## src/hdb_pkg.sv

```systemverilog
`timescale 1ns / 1ps
`default_nettype none

package hdb_pkg;

  // Height samples use the low nibble of each input word.
  localparam int HEIGHT_BITS  = 4;
  localparam int HEIGHT_SHIFT = 3;

  // Row count limits and field widths fixed by the stream format.
  localparam int HEIGHT_LIMIT = 1024;
  localparam int CFG_W        = 11;
  localparam int POS_W        = 10;
  localparam int DIFF_W       = 8;
  localparam int IN_TDATA_W   = 16;
  localparam int OUT_TDATA_W  = 40;

  // Depth of the pixel record queue between the front and the back.
  localparam int QUEUE_DEPTH = 4;
  localparam int QCNT_W      = $clog2(QUEUE_DEPTH + 1);
  localparam int QPTR_W      = $clog2(QUEUE_DEPTH);

  // Configuration register indexes.
  typedef enum logic [0:0] {
    CFG_IMAGE_WIDTH  = 1'b0,
    CFG_IMAGE_HEIGHT = 1'b1
  } cfg_reg_t;

  // Kinds of result one pixel can cause, in emission order.
  // Each value is also the bit position in a record's result mask.
  typedef enum logic [1:0] {
    RES_UPLEFT    = 2'd0,
    RES_ROW_END   = 2'd1,
    RES_LAST_ROW  = 2'd2,
    RES_FRAME_END = 2'd3
  } res_kind_t;

  // One accepted pixel with the neighborhood needed for its results.
  typedef struct packed {
    logic [3:0]             mask;
    logic [POS_W-1:0]       col;
    logic [POS_W-1:0]       row;
    logic [HEIGHT_BITS-1:0] ulh;
    logic [HEIGHT_BITS-1:0] up;
    logic [HEIGHT_BITS-1:0] lh;
    logic [HEIGHT_BITS-1:0] cur;
  } hdb_rec_t;

  // Scaled difference of two heights as a two's complement byte.
  function automatic logic [DIFF_W-1:0] hdb_diff(input logic [HEIGHT_BITS-1:0] a,
                                                 input logic [HEIGHT_BITS-1:0] b);
    logic [HEIGHT_BITS:0] d;
    d = {1'b0, a} - {1'b0, b};
    return {d, {HEIGHT_SHIFT{1'b0}}};
  endfunction

endpackage

`default_nettype wire

```

## src/heightmap_to_dudv_bump.sv

```systemverilog
`timescale 1ns / 1ps
`default_nettype none

// Heightmap to du/dv bump converter. Height words arrive in raster order, one
// per transaction, and the low nibble of each, scaled by 8, is the height.
// Every pixel yields a forward difference pair (du to the right, dv
// downward), with the last column and last row differencing against
// themselves. A line store of MAX_WIDTH entries holds the previous row, so a
// pixel's result leaves roughly one row and one column after it arrives,
// tagged with its column, row and tlast on the final pixel of the frame. The
// block takes one pixel per clock and emits one result per clock, while the
// sink is ready, from an output register; the line store's single read port,
// read and written once per pixel, sets that input rate. Row ends produce extra
// results, and a four-entry record queue absorbs those bursts, dropping
// s_axis_tready while it is close to full. On the last row most pixels yield
// two results, so the input there runs at half rate once the queue has filled.
// A pixel passes the read stage, the record queue and the current-record
// register before it reaches the output register. A register write restarts
// the frame at column 0, row 0; the line store needs no clearing after reset.
module heightmap_to_dudv_bump #(
  parameter int MAX_WIDTH = 1024
) (
  input  wire logic                             clk,
  input  wire logic                             rst,
  input  wire logic                             s_axis_tvalid,
  output logic                                  s_axis_tready,
  // height_word[15:0]
  input  wire logic [hdb_pkg::IN_TDATA_W-1:0]   s_axis_tdata,
  output logic                                  m_axis_tvalid,
  input  wire logic                             m_axis_tready,
  // du[7:0], dv[15:8], out_col[25:16], out_row[35:26], zero fill [39:36]
  output logic [hdb_pkg::OUT_TDATA_W-1:0]       m_axis_tdata,
  // frame_done
  output logic                                  m_axis_tlast,
  input  wire logic                             cfg_valid,
  output logic                                  cfg_ready,
  input  wire logic [0:0]                       cfg_index,
  input  wire logic [hdb_pkg::CFG_W-1:0]        cfg_data
);
  import hdb_pkg::*;

  logic              push;
  hdb_rec_t          push_rec;
  logic              q_pop;
  logic              q_valid;
  hdb_rec_t          q_rec;
  logic [QCNT_W-1:0] q_free;

  // Registers are always writable.
  assign cfg_ready = 1'b1;

  hdb_front #(
    .MAX_WIDTH(MAX_WIDTH)
  ) u_front (
    .clk          (clk),
    .rst          (rst),
    .s_axis_tvalid(s_axis_tvalid),
    .s_axis_tready(s_axis_tready),
    .s_axis_tdata (s_axis_tdata),
    .cfg_valid    (cfg_valid),
    .cfg_index    (cfg_index),
    .cfg_data     (cfg_data),
    .q_free       (q_free),
    .push         (push),
    .push_rec     (push_rec)
  );

  hdb_queue u_queue (
    .clk     (clk),
    .rst     (rst),
    .push    (push),
    .push_rec(push_rec),
    .pop     (q_pop),
    .q_valid (q_valid),
    .q_rec   (q_rec),
    .q_free  (q_free)
  );

  hdb_back u_back (
    .clk          (clk),
    .rst          (rst),
    .q_valid      (q_valid),
    .q_rec        (q_rec),
    .q_pop        (q_pop),
    .m_axis_tvalid(m_axis_tvalid),
    .m_axis_tready(m_axis_tready),
    .m_axis_tdata (m_axis_tdata),
    .m_axis_tlast (m_axis_tlast)
  );

`ifndef SYNTHESIS
  // The read stage never pushes into a full queue.
  assert property (@(posedge clk) disable iff (rst) push |-> (q_free != '0))
    else $error("record queue overflow");

  // The back part only takes records that are present.
  assert property (@(posedge clk) disable iff (rst) q_pop |-> q_valid)
    else $error("record queue underflow");

  // The frame's final result is the bottom-right pixel with zero differences.
  assert property (@(posedge clk) disable iff (rst)
    (m_axis_tvalid && m_axis_tlast) |-> (m_axis_tdata[15:0] == 16'h0000))
    else $error("frame end result carries nonzero differences");
`endif

endmodule

`default_nettype wire

```

## src/hdb_ram.sv

```systemverilog
`timescale 1ns / 1ps
`default_nettype none

module hdb_ram #(
  parameter int WIDTH = 4,
  parameter int DEPTH = 1024
) (
  input  wire logic                     clk,
  input  wire logic                     we,
  input  wire logic [$clog2(DEPTH)-1:0] waddr,
  input  wire logic [WIDTH-1:0]         wdata,
  input  wire logic [$clog2(DEPTH)-1:0] raddr,
  output logic      [WIDTH-1:0]         rdata
);

  logic [WIDTH-1:0] mem [DEPTH];

  // Registered read returns the old contents on a same-address write.
  always_ff @(posedge clk) begin
    rdata <= mem[raddr];
    if (we) begin
      mem[waddr] <= wdata;
    end
  end

endmodule

`default_nettype wire

```

## src/hdb_front.sv

```systemverilog
`timescale 1ns / 1ps
`default_nettype none

module hdb_front #(
  parameter int MAX_WIDTH = 1024
) (
  input  wire logic                             clk,
  input  wire logic                             rst,
  input  wire logic                             s_axis_tvalid,
  output logic                                  s_axis_tready,
  input  wire logic [hdb_pkg::IN_TDATA_W-1:0]   s_axis_tdata,
  input  wire logic                             cfg_valid,
  input  wire logic [0:0]                       cfg_index,
  input  wire logic [hdb_pkg::CFG_W-1:0]        cfg_data,
  input  wire logic [hdb_pkg::QCNT_W-1:0]       q_free,
  output logic                                  push,
  output hdb_pkg::hdb_rec_t                     push_rec
);
  import hdb_pkg::*;

  localparam int AW      = $clog2(MAX_WIDTH);
  localparam int WW      = $clog2(MAX_WIDTH + 1);
  localparam int RESET_W = (256 > MAX_WIDTH) ? MAX_WIDTH : 256;

  logic [WW-1:0]          width_eff;
  logic [CFG_W-1:0]       height_eff;
  logic [AW-1:0]          col;
  logic [POS_W-1:0]       row;

  logic                   accept;
  logic [HEIGHT_BITS-1:0] cur;
  logic [WW-1:0]          col_inc;
  logic [CFG_W-1:0]       row_inc;
  logic                   col_last;
  logic                   row_last;
  logic [3:0]             mask_next;

  logic                   b_valid;
  logic [HEIGHT_BITS-1:0] b_cur;
  logic [POS_W-1:0]       b_col;
  logic [POS_W-1:0]       b_row;
  logic [3:0]             b_mask;
  logic [HEIGHT_BITS-1:0] up;
  logic [HEIGHT_BITS-1:0] lh;
  logic [HEIGHT_BITS-1:0] ulh;

  // Room is kept for the record already on its way out of the read stage.
  assign s_axis_tready = q_free > QCNT_W'(b_valid);
  assign accept        = s_axis_tvalid && s_axis_tready;
  assign cur           = s_axis_tdata[HEIGHT_BITS-1:0];

  // Position of this pixel against the frame edges.
  always_comb begin
    col_inc  = WW'(col) + WW'(1);
    row_inc  = CFG_W'(row) + CFG_W'(1);
    col_last = col_inc == width_eff;
    row_last = row_inc == height_eff;
    mask_next                = '0;
    mask_next[RES_UPLEFT]    = (col != '0) && (row != '0);
    mask_next[RES_ROW_END]   = col_last && (row != '0);
    mask_next[RES_LAST_ROW]  = row_last && (col != '0);
    mask_next[RES_FRAME_END] = row_last && col_last;
  end

  // Configuration registers and the raster position counters.
  always_ff @(posedge clk) begin
    if (rst) begin
      width_eff  <= WW'(RESET_W);
      height_eff <= CFG_W'(256);
      col        <= '0;
      row        <= '0;
    end else if (cfg_valid) begin
      case (cfg_index)
        CFG_IMAGE_WIDTH: begin
          if (cfg_data == '0) begin
            width_eff <= WW'(1);
          end else if (32'(cfg_data) > MAX_WIDTH) begin
            width_eff <= WW'(MAX_WIDTH);
          end else begin
            width_eff <= WW'(cfg_data);
          end
        end
        CFG_IMAGE_HEIGHT: begin
          if (cfg_data == '0) begin
            height_eff <= CFG_W'(1);
          end else if (32'(cfg_data) > HEIGHT_LIMIT) begin
            height_eff <= CFG_W'(HEIGHT_LIMIT);
          end else begin
            height_eff <= cfg_data;
          end
        end
        default: begin
        end
      endcase
      col <= '0;
      row <= '0;
    end else if (accept) begin
      if (col_last) begin
        col <= '0;
        row <= row_last ? '0 : row + POS_W'(1);
      end else begin
        col <= col + AW'(1);
      end
    end
  end

  // Line store of the previous row, read and overwritten at the same column.
  hdb_ram #(
    .WIDTH(HEIGHT_BITS),
    .DEPTH(MAX_WIDTH)
  ) u_line (
    .clk  (clk),
    .we   (accept),
    .waddr(col),
    .wdata(cur),
    .raddr(col),
    .rdata(up)
  );

  // Read stage: holds the pixel while the line store read completes.
  always_ff @(posedge clk) begin
    if (rst) begin
      b_valid <= 1'b0;
    end else begin
      b_valid <= accept;
    end
    if (accept) begin
      b_cur  <= cur;
      b_col  <= POS_W'(col);
      b_row  <= row;
      b_mask <= mask_next;
    end
  end

  // Left and upper-left heights follow the pixel leaving the read stage.
  always_ff @(posedge clk) begin
    if (rst || cfg_valid) begin
      lh  <= '0;
      ulh <= '0;
    end else if (b_valid) begin
      lh  <= b_cur;
      ulh <= up;
    end
  end

  // Pixels that cause no result are dropped here.
  assign push = b_valid && (b_mask != '0);

  always_comb begin
    push_rec.mask = b_mask;
    push_rec.col  = b_col;
    push_rec.row  = b_row;
    push_rec.ulh  = ulh;
    push_rec.up   = up;
    push_rec.lh   = lh;
    push_rec.cur  = b_cur;
  end

endmodule

`default_nettype wire

```

## src/hdb_queue.sv

```systemverilog
`timescale 1ns / 1ps
`default_nettype none

module hdb_queue (
  input  wire logic                       clk,
  input  wire logic                       rst,
  input  wire logic                       push,
  input  hdb_pkg::hdb_rec_t               push_rec,
  input  wire logic                       pop,
  output logic                            q_valid,
  output hdb_pkg::hdb_rec_t               q_rec,
  output logic [hdb_pkg::QCNT_W-1:0]      q_free
);
  import hdb_pkg::*;

  hdb_rec_t          slots [QUEUE_DEPTH];
  logic [QPTR_W-1:0] wr_ptr;
  logic [QPTR_W-1:0] rd_ptr;
  logic [QCNT_W-1:0] count;

  assign q_valid = count != '0;
  assign q_rec   = slots[rd_ptr];
  assign q_free  = QCNT_W'(QUEUE_DEPTH) - count;

  // Pointer and fill count bookkeeping.
  always_ff @(posedge clk) begin
    if (rst) begin
      wr_ptr <= '0;
      rd_ptr <= '0;
      count  <= '0;
    end else begin
      if (push) begin
        wr_ptr <= wr_ptr + QPTR_W'(1);
      end
      if (pop) begin
        rd_ptr <= rd_ptr + QPTR_W'(1);
      end
      count <= count + QCNT_W'(push) - QCNT_W'(pop);
    end
  end

  // Record storage.
  always_ff @(posedge clk) begin
    if (push) begin
      slots[wr_ptr] <= push_rec;
    end
  end

endmodule

`default_nettype wire

```

## src/hdb_back.sv

```systemverilog
`timescale 1ns / 1ps
`default_nettype none

module hdb_back (
  input  wire logic                            clk,
  input  wire logic                            rst,
  input  wire logic                            q_valid,
  input  hdb_pkg::hdb_rec_t                    q_rec,
  output logic                                 q_pop,
  output logic                                 m_axis_tvalid,
  input  wire logic                            m_axis_tready,
  output logic [hdb_pkg::OUT_TDATA_W-1:0]      m_axis_tdata,
  output logic                                 m_axis_tlast
);
  import hdb_pkg::*;

  hdb_rec_t         rec;
  logic [3:0]       pend;
  logic [3:0]       pend_after;
  logic             slot_free;
  logic             emit;
  res_kind_t        kind;
  logic [DIFF_W-1:0] du;
  logic [DIFF_W-1:0] dv;
  logic [POS_W-1:0] res_col;
  logic [POS_W-1:0] res_row;
  logic             res_last;

  // Lowest pending result of the current record goes first.
  always_comb begin
    if (pend[RES_UPLEFT]) begin
      kind = RES_UPLEFT;
    end else if (pend[RES_ROW_END]) begin
      kind = RES_ROW_END;
    end else if (pend[RES_LAST_ROW]) begin
      kind = RES_LAST_ROW;
    end else begin
      kind = RES_FRAME_END;
    end
  end

  assign slot_free  = !m_axis_tvalid || m_axis_tready;
  assign emit       = (pend != '0) && slot_free;
  assign pend_after = emit ? (pend & ~(4'(1) << kind)) : pend;
  assign q_pop      = q_valid && (pend_after == '0);

  // Result fields for the selected kind.
  always_comb begin
    du       = '0;
    dv       = '0;
    res_col  = rec.col;
    res_row  = rec.row;
    res_last = 1'b0;
    case (kind)
      RES_UPLEFT: begin
        du      = hdb_diff(rec.ulh, rec.up);
        dv      = hdb_diff(rec.ulh, rec.lh);
        res_col = rec.col - POS_W'(1);
        res_row = rec.row - POS_W'(1);
      end
      RES_ROW_END: begin
        dv      = hdb_diff(rec.up, rec.cur);
        res_row = rec.row - POS_W'(1);
      end
      RES_LAST_ROW: begin
        du      = hdb_diff(rec.lh, rec.cur);
        res_col = rec.col - POS_W'(1);
      end
      RES_FRAME_END: begin
        res_last = 1'b1;
      end
      default: begin
      end
    endcase
  end

  // Current record and its pending result mask.
  always_ff @(posedge clk) begin
    if (rst) begin
      pend <= '0;
    end else if (q_pop) begin
      pend <= q_rec.mask;
    end else begin
      pend <= pend_after;
    end
    if (q_pop) begin
      rec <= q_rec;
    end
  end

  // Output register: the next result loads as the held one is taken.
  always_ff @(posedge clk) begin
    if (rst) begin
      m_axis_tvalid <= 1'b0;
    end else if (emit) begin
      m_axis_tvalid <= 1'b1;
    end else if (m_axis_tready) begin
      m_axis_tvalid <= 1'b0;
    end
    if (emit) begin
      m_axis_tdata <= {4'b0000, res_row, res_col, dv, du};
      m_axis_tlast <= res_last;
    end
  end

endmodule

`default_nettype wire
```

## config.mk

```make
export PLATFORM = sky130hd
export DESIGN_NAME = heightmap_to_dudv_bump
export DESIGN_NICKNAME = d
export VERILOG_FILES = /design/src/hdb_pkg.sv /design/src/heightmap_to_dudv_bump.sv /design/src/hdb_ram.sv /design/src/hdb_front.sv /design/src/hdb_queue.sv /design/src/hdb_back.sv
export SDC_FILE = /design/constraint.sdc
export NUM_CORES = 2
export LEC_CHECK = 0
export BUFFER_PORTS_ARGS = -buffer_cell sky130_fd_sc_hd__buf_4
export CAP_MARGIN = 20
export CORE_MARGIN = 4
export CORE_UTILIZATION = 50
export DETAILED_ROUTE_END_ITERATION = 12
export HOLD_SLACK_MARGIN = 0.06
export PLACE_DENSITY = 0.65
export SKIP_LAST_GASP = 1
export SYNTH_ARGS = -nofsm -noshare
export SYNTH_HDL_FRONTEND = slang
export SYNTH_MEMORY_MAX_BITS = 65536
export SYNTH_SLANG_ARGS = --single-unit
```

## constraint.sdc

```tcl
create_clock -name clk -period 4.5 [get_ports clk]
set_input_delay 0.9 -clock clk [delete_from_list [all_inputs] [get_ports clk]]
set_output_delay 0.9 -clock clk [all_outputs]
set_load 0.01 [all_outputs]
```

==> metrics.txt <==
XOR/XNOR share of the synthesized area 0.00297; clock sinks 4420; Die Ht ~600 um; chip width 597 um; multiplexer share of the synthesized area 0.131; final hold slack roughly 220 ps; Final HPWL DP between 300000 and 400000 um; Synth Area per Inst 17.6 sq um; critical-path cell list buf_12 > buf_12 > mux2i_1 > o22ai_1 > nor4_1 > buf_4 > a31oi_1 > a2111oi_2 > nand4_1 > or4b_1; Crit. Startpoint u_front.col[1]; pwr/cell area 448 mW/mm^2; CP Class reg -> reg; CTS tree built; PortBufs 53; Layout area overhead 13.3%; First-pass DRT Iterations 6; Post-synth ARST share 0; peak supply drop between 300 and 400 uV; Vias/cell between 6 and 7; final WL 527000 um; Synth cell types a little under 80; Remaining DRCs 0; pin count of the biggest net entering global routing approximately 160; Placed Instances ~14000; Final min period ~4400 ps; Post-synth EDFFs between 4000 and 5000; Initial DRC Count approximately 15000; via count slightly below 100k; fillcell total 25600; later-pin clock latency in the skew report between 1000 and 1500 ps; H-tree depth 5; Seq cells post-synth roughly 4400; CTS Buf Count roughly 430; worst reg2reg startpoint u_front.col[1]; RSZ-0062 raised after global routing false; Max Cap Viol 0; WL/cell 34.8 um; post-synthesis sequential area ratio 0.760; Crit path required time between 5000 and 6000 ps; # setup viols final 0; CORE AREA ~0.35 sq mm; site row count approximately 220; critical path fanouts, max 42; Fmax roughly 230 MHz; most frequent cells after synthesis edfxtp_1 (4351), mux2i_1 (1368), nor2_1 (1194); WHS Path Cells 3; count leader, synth edfxtp_1; first-pass GRT wire length approximately 730000 um; Cells after Synth between 9000 and 10000; Clock Tree Buf Depth 4; Starting Density 0.502; Total Nets Final a little over 10000; hold_buf cts 0; outcome completed; Final Skew about 59 ps; Slew @ Worst Pin roughly 1200 ps; Post-Synthesis Cell Area between 0.15 and 0.2 sq mm; GR Util All Layers 0.290; I/O pins between 70 and 80; Adder-Cell Fraction of Synth Area 0.00301; post-route ant nets 0; Worst Hold Path EP u_front.height_eff[10]; post-synthesis simple-gate area fraction 0.0457; antenna violations before repair 37; Finished Layout Cells 15200; slowest stage delay, CP approximately 810 ps; Final Hold Viols 0; top cell type's share of synthesized area 0.752; min-delay src cfg_index; leading area contributor after synthesis edfxtp_1; clock slew at reported path FFs about 60 ps; Area contributors post-synth edfxtp_1 (75%), mux2i_1 (7.9%), mux4_2 (5.1%); RR Endpoint u_front.u_line.rdata[0]; main combinational cell family by area after synthesis multiplexers; synth warn 0; Final Max Slew Viols 0; Crit. End Element flip-flop; CTS Root Buffer Type clkbuf_16; register-to-register setup slack roughly 67 ps; number of global-route vias before repair approximately 96000; WP data arrival around 5300 ps; Most used DFF post-synth edfxtp_1; Rel. slew slack 0.211; Placer Congestion 0.911; Worst path most repeated cell buf_12; R2R cell count 10; Synth Area in Compound Gates 0.0385; Final Core Density 0.568; Hold WC Path Type in -> reg; layout cells sized above 1 0.158; total global routing overflow 0; startpoint class of the critical path flip-flop; die area between 0.3 and 0.4 sq mm; fin crit share 0.985; cell leakage power around 59 nW; Worst path slowest cell dfxtp_4
-- timing repair --
item | CTS | global route
gates cloned | 0 | 0
pin swaps | 1 | 0
endpoints found under the setup margin | 1 | 1
buffers inserted | 2 | 0
endpoints found under the hold margin | 0 | 0
gates resized for setup | 0 | 1
-- power breakdown --
group | switching, W | leakage [nW] | internal, W
Sequential | 0.000521 | 39.8 | 0.0462
Combinational | 0.00407 | 12.2 | 0.00256
Clock | 0.0154 | 6.52 | 0.0194
-- cells by family after synthesis --
logic type,count (synthesis)
buffers and inverters,741
flip-flops,4420
multiplexers,1771
AO/OA/AOI/OAI,1035
adder cells (fa/ha/maj),39
other,2
XOR/XNOR,59
AND/OR/NAND/NOR,1811
-- state kept, by name (all words and copies together) (netlist names), 10 cells and up, named ones only --
name and cells:
u_queue.slots 160, u_front.width_eff 11, u_front.row 10, u_back.m_axis_tdata 30, u_front.u_line.mem 4096, u_front.height_eff 11
u_front.col 10, u_back.rec 36, u_front.b_row 10, u_front.b_col 10
-- layer usage --
layer	vias up	GRT usage	routed length [um]
met5	-	0	100
li1	39900	-	-
met4	14	0.133	28600
met3	1249	0.0721	64300
met1	50600	0.393	192000
met2	6775	0.445	242000
-- cell type report --
type                    instances  area [sq um]  area share
inverters                      38           148    0.000750
clock buffers                 524         11300      0.0572
clock inverters               248          2140      0.0109
well taps                    4578          5730      0.0291
diodes                         29          72.6    0.000369
repair buffers                602          6390      0.0324
multi-input cells            4726         39000       0.198
flip-flops and latches       4420        132000       0.671
-- critical path, delay by kind of cell, from the launching register on --
| kind | cells | cell delay (ps) |
|---|---|---|
| AOI/OAI and AO/OA | 3 | 1130 |
| buffers and inverters | 3 | 740 |
| and+or+nand+nor | 3 | 1240 |
| DFF | 1 | 810 |
| muxes | 1 | 290 |
-- cell usage in the layout (no fill, tap or decap), drive strengths merged, types with 19 or more instances in the layout --
master  synthesis  layout
a21oi          83      83
buf           377     602
edfxtp       4351    4351
xnor2          31      31
clkinv          0     194
or4            23      23
diode           0      29
ha             33      33
nor3           38      38
nor2         1194    1194
nand2         180     180
bufinv          0      30
nand3          80      80
a22oi          90      90
dfxtp          69      69
clkbuf        326     524
o21ai          75      75
o22ai         612     612
nand4          36      36
nor4          130     130
inv            38      49
nor2b          19      19
mux4          396     396
xor2           28      28
mux2i        1368    1368
a31oi          41      41
nor3b          21      21
-- metrics by stage --
| stage | total power (W) | cell area (sq um) | setup slack, ps | setup TNS, ps |
|---|---|---|---|---|
| after CTS | 0.0884 | 197000 | 149 | 0 |
| after global placement | 0.0541 | 183000 | -22.9 | -22.9 |
| after global routing | 0.0907 | 197000 | 89.3 | 0 |
| after detailed placement | 0.0542 | 183000 | -6.69 | -6.69 |
| final | 0.0882 | 197000 | 66.7 | 0 |
| after floorplan | 0.0512 | 174000 | 198 | 0 |
-- worst max-delay path by stage --
stage | cells past startpoint | to | slack (ps)
final | 10 | u_front.u_line.rdata[0] | 70
after global routing | 10 | u_front.u_line.rdata[0] | 90
after CTS | 10 | u_front.u_line.rdata[0] | 150
after detailed placement | 9 | u_front.u_line.rdata[0] | -7
after global placement | 9 | u_front.u_line.rdata[0] | -20
after floorplan | 19 | u_front.row[8] | 200
No activity file was read; power rests on OpenSTA's default activity.
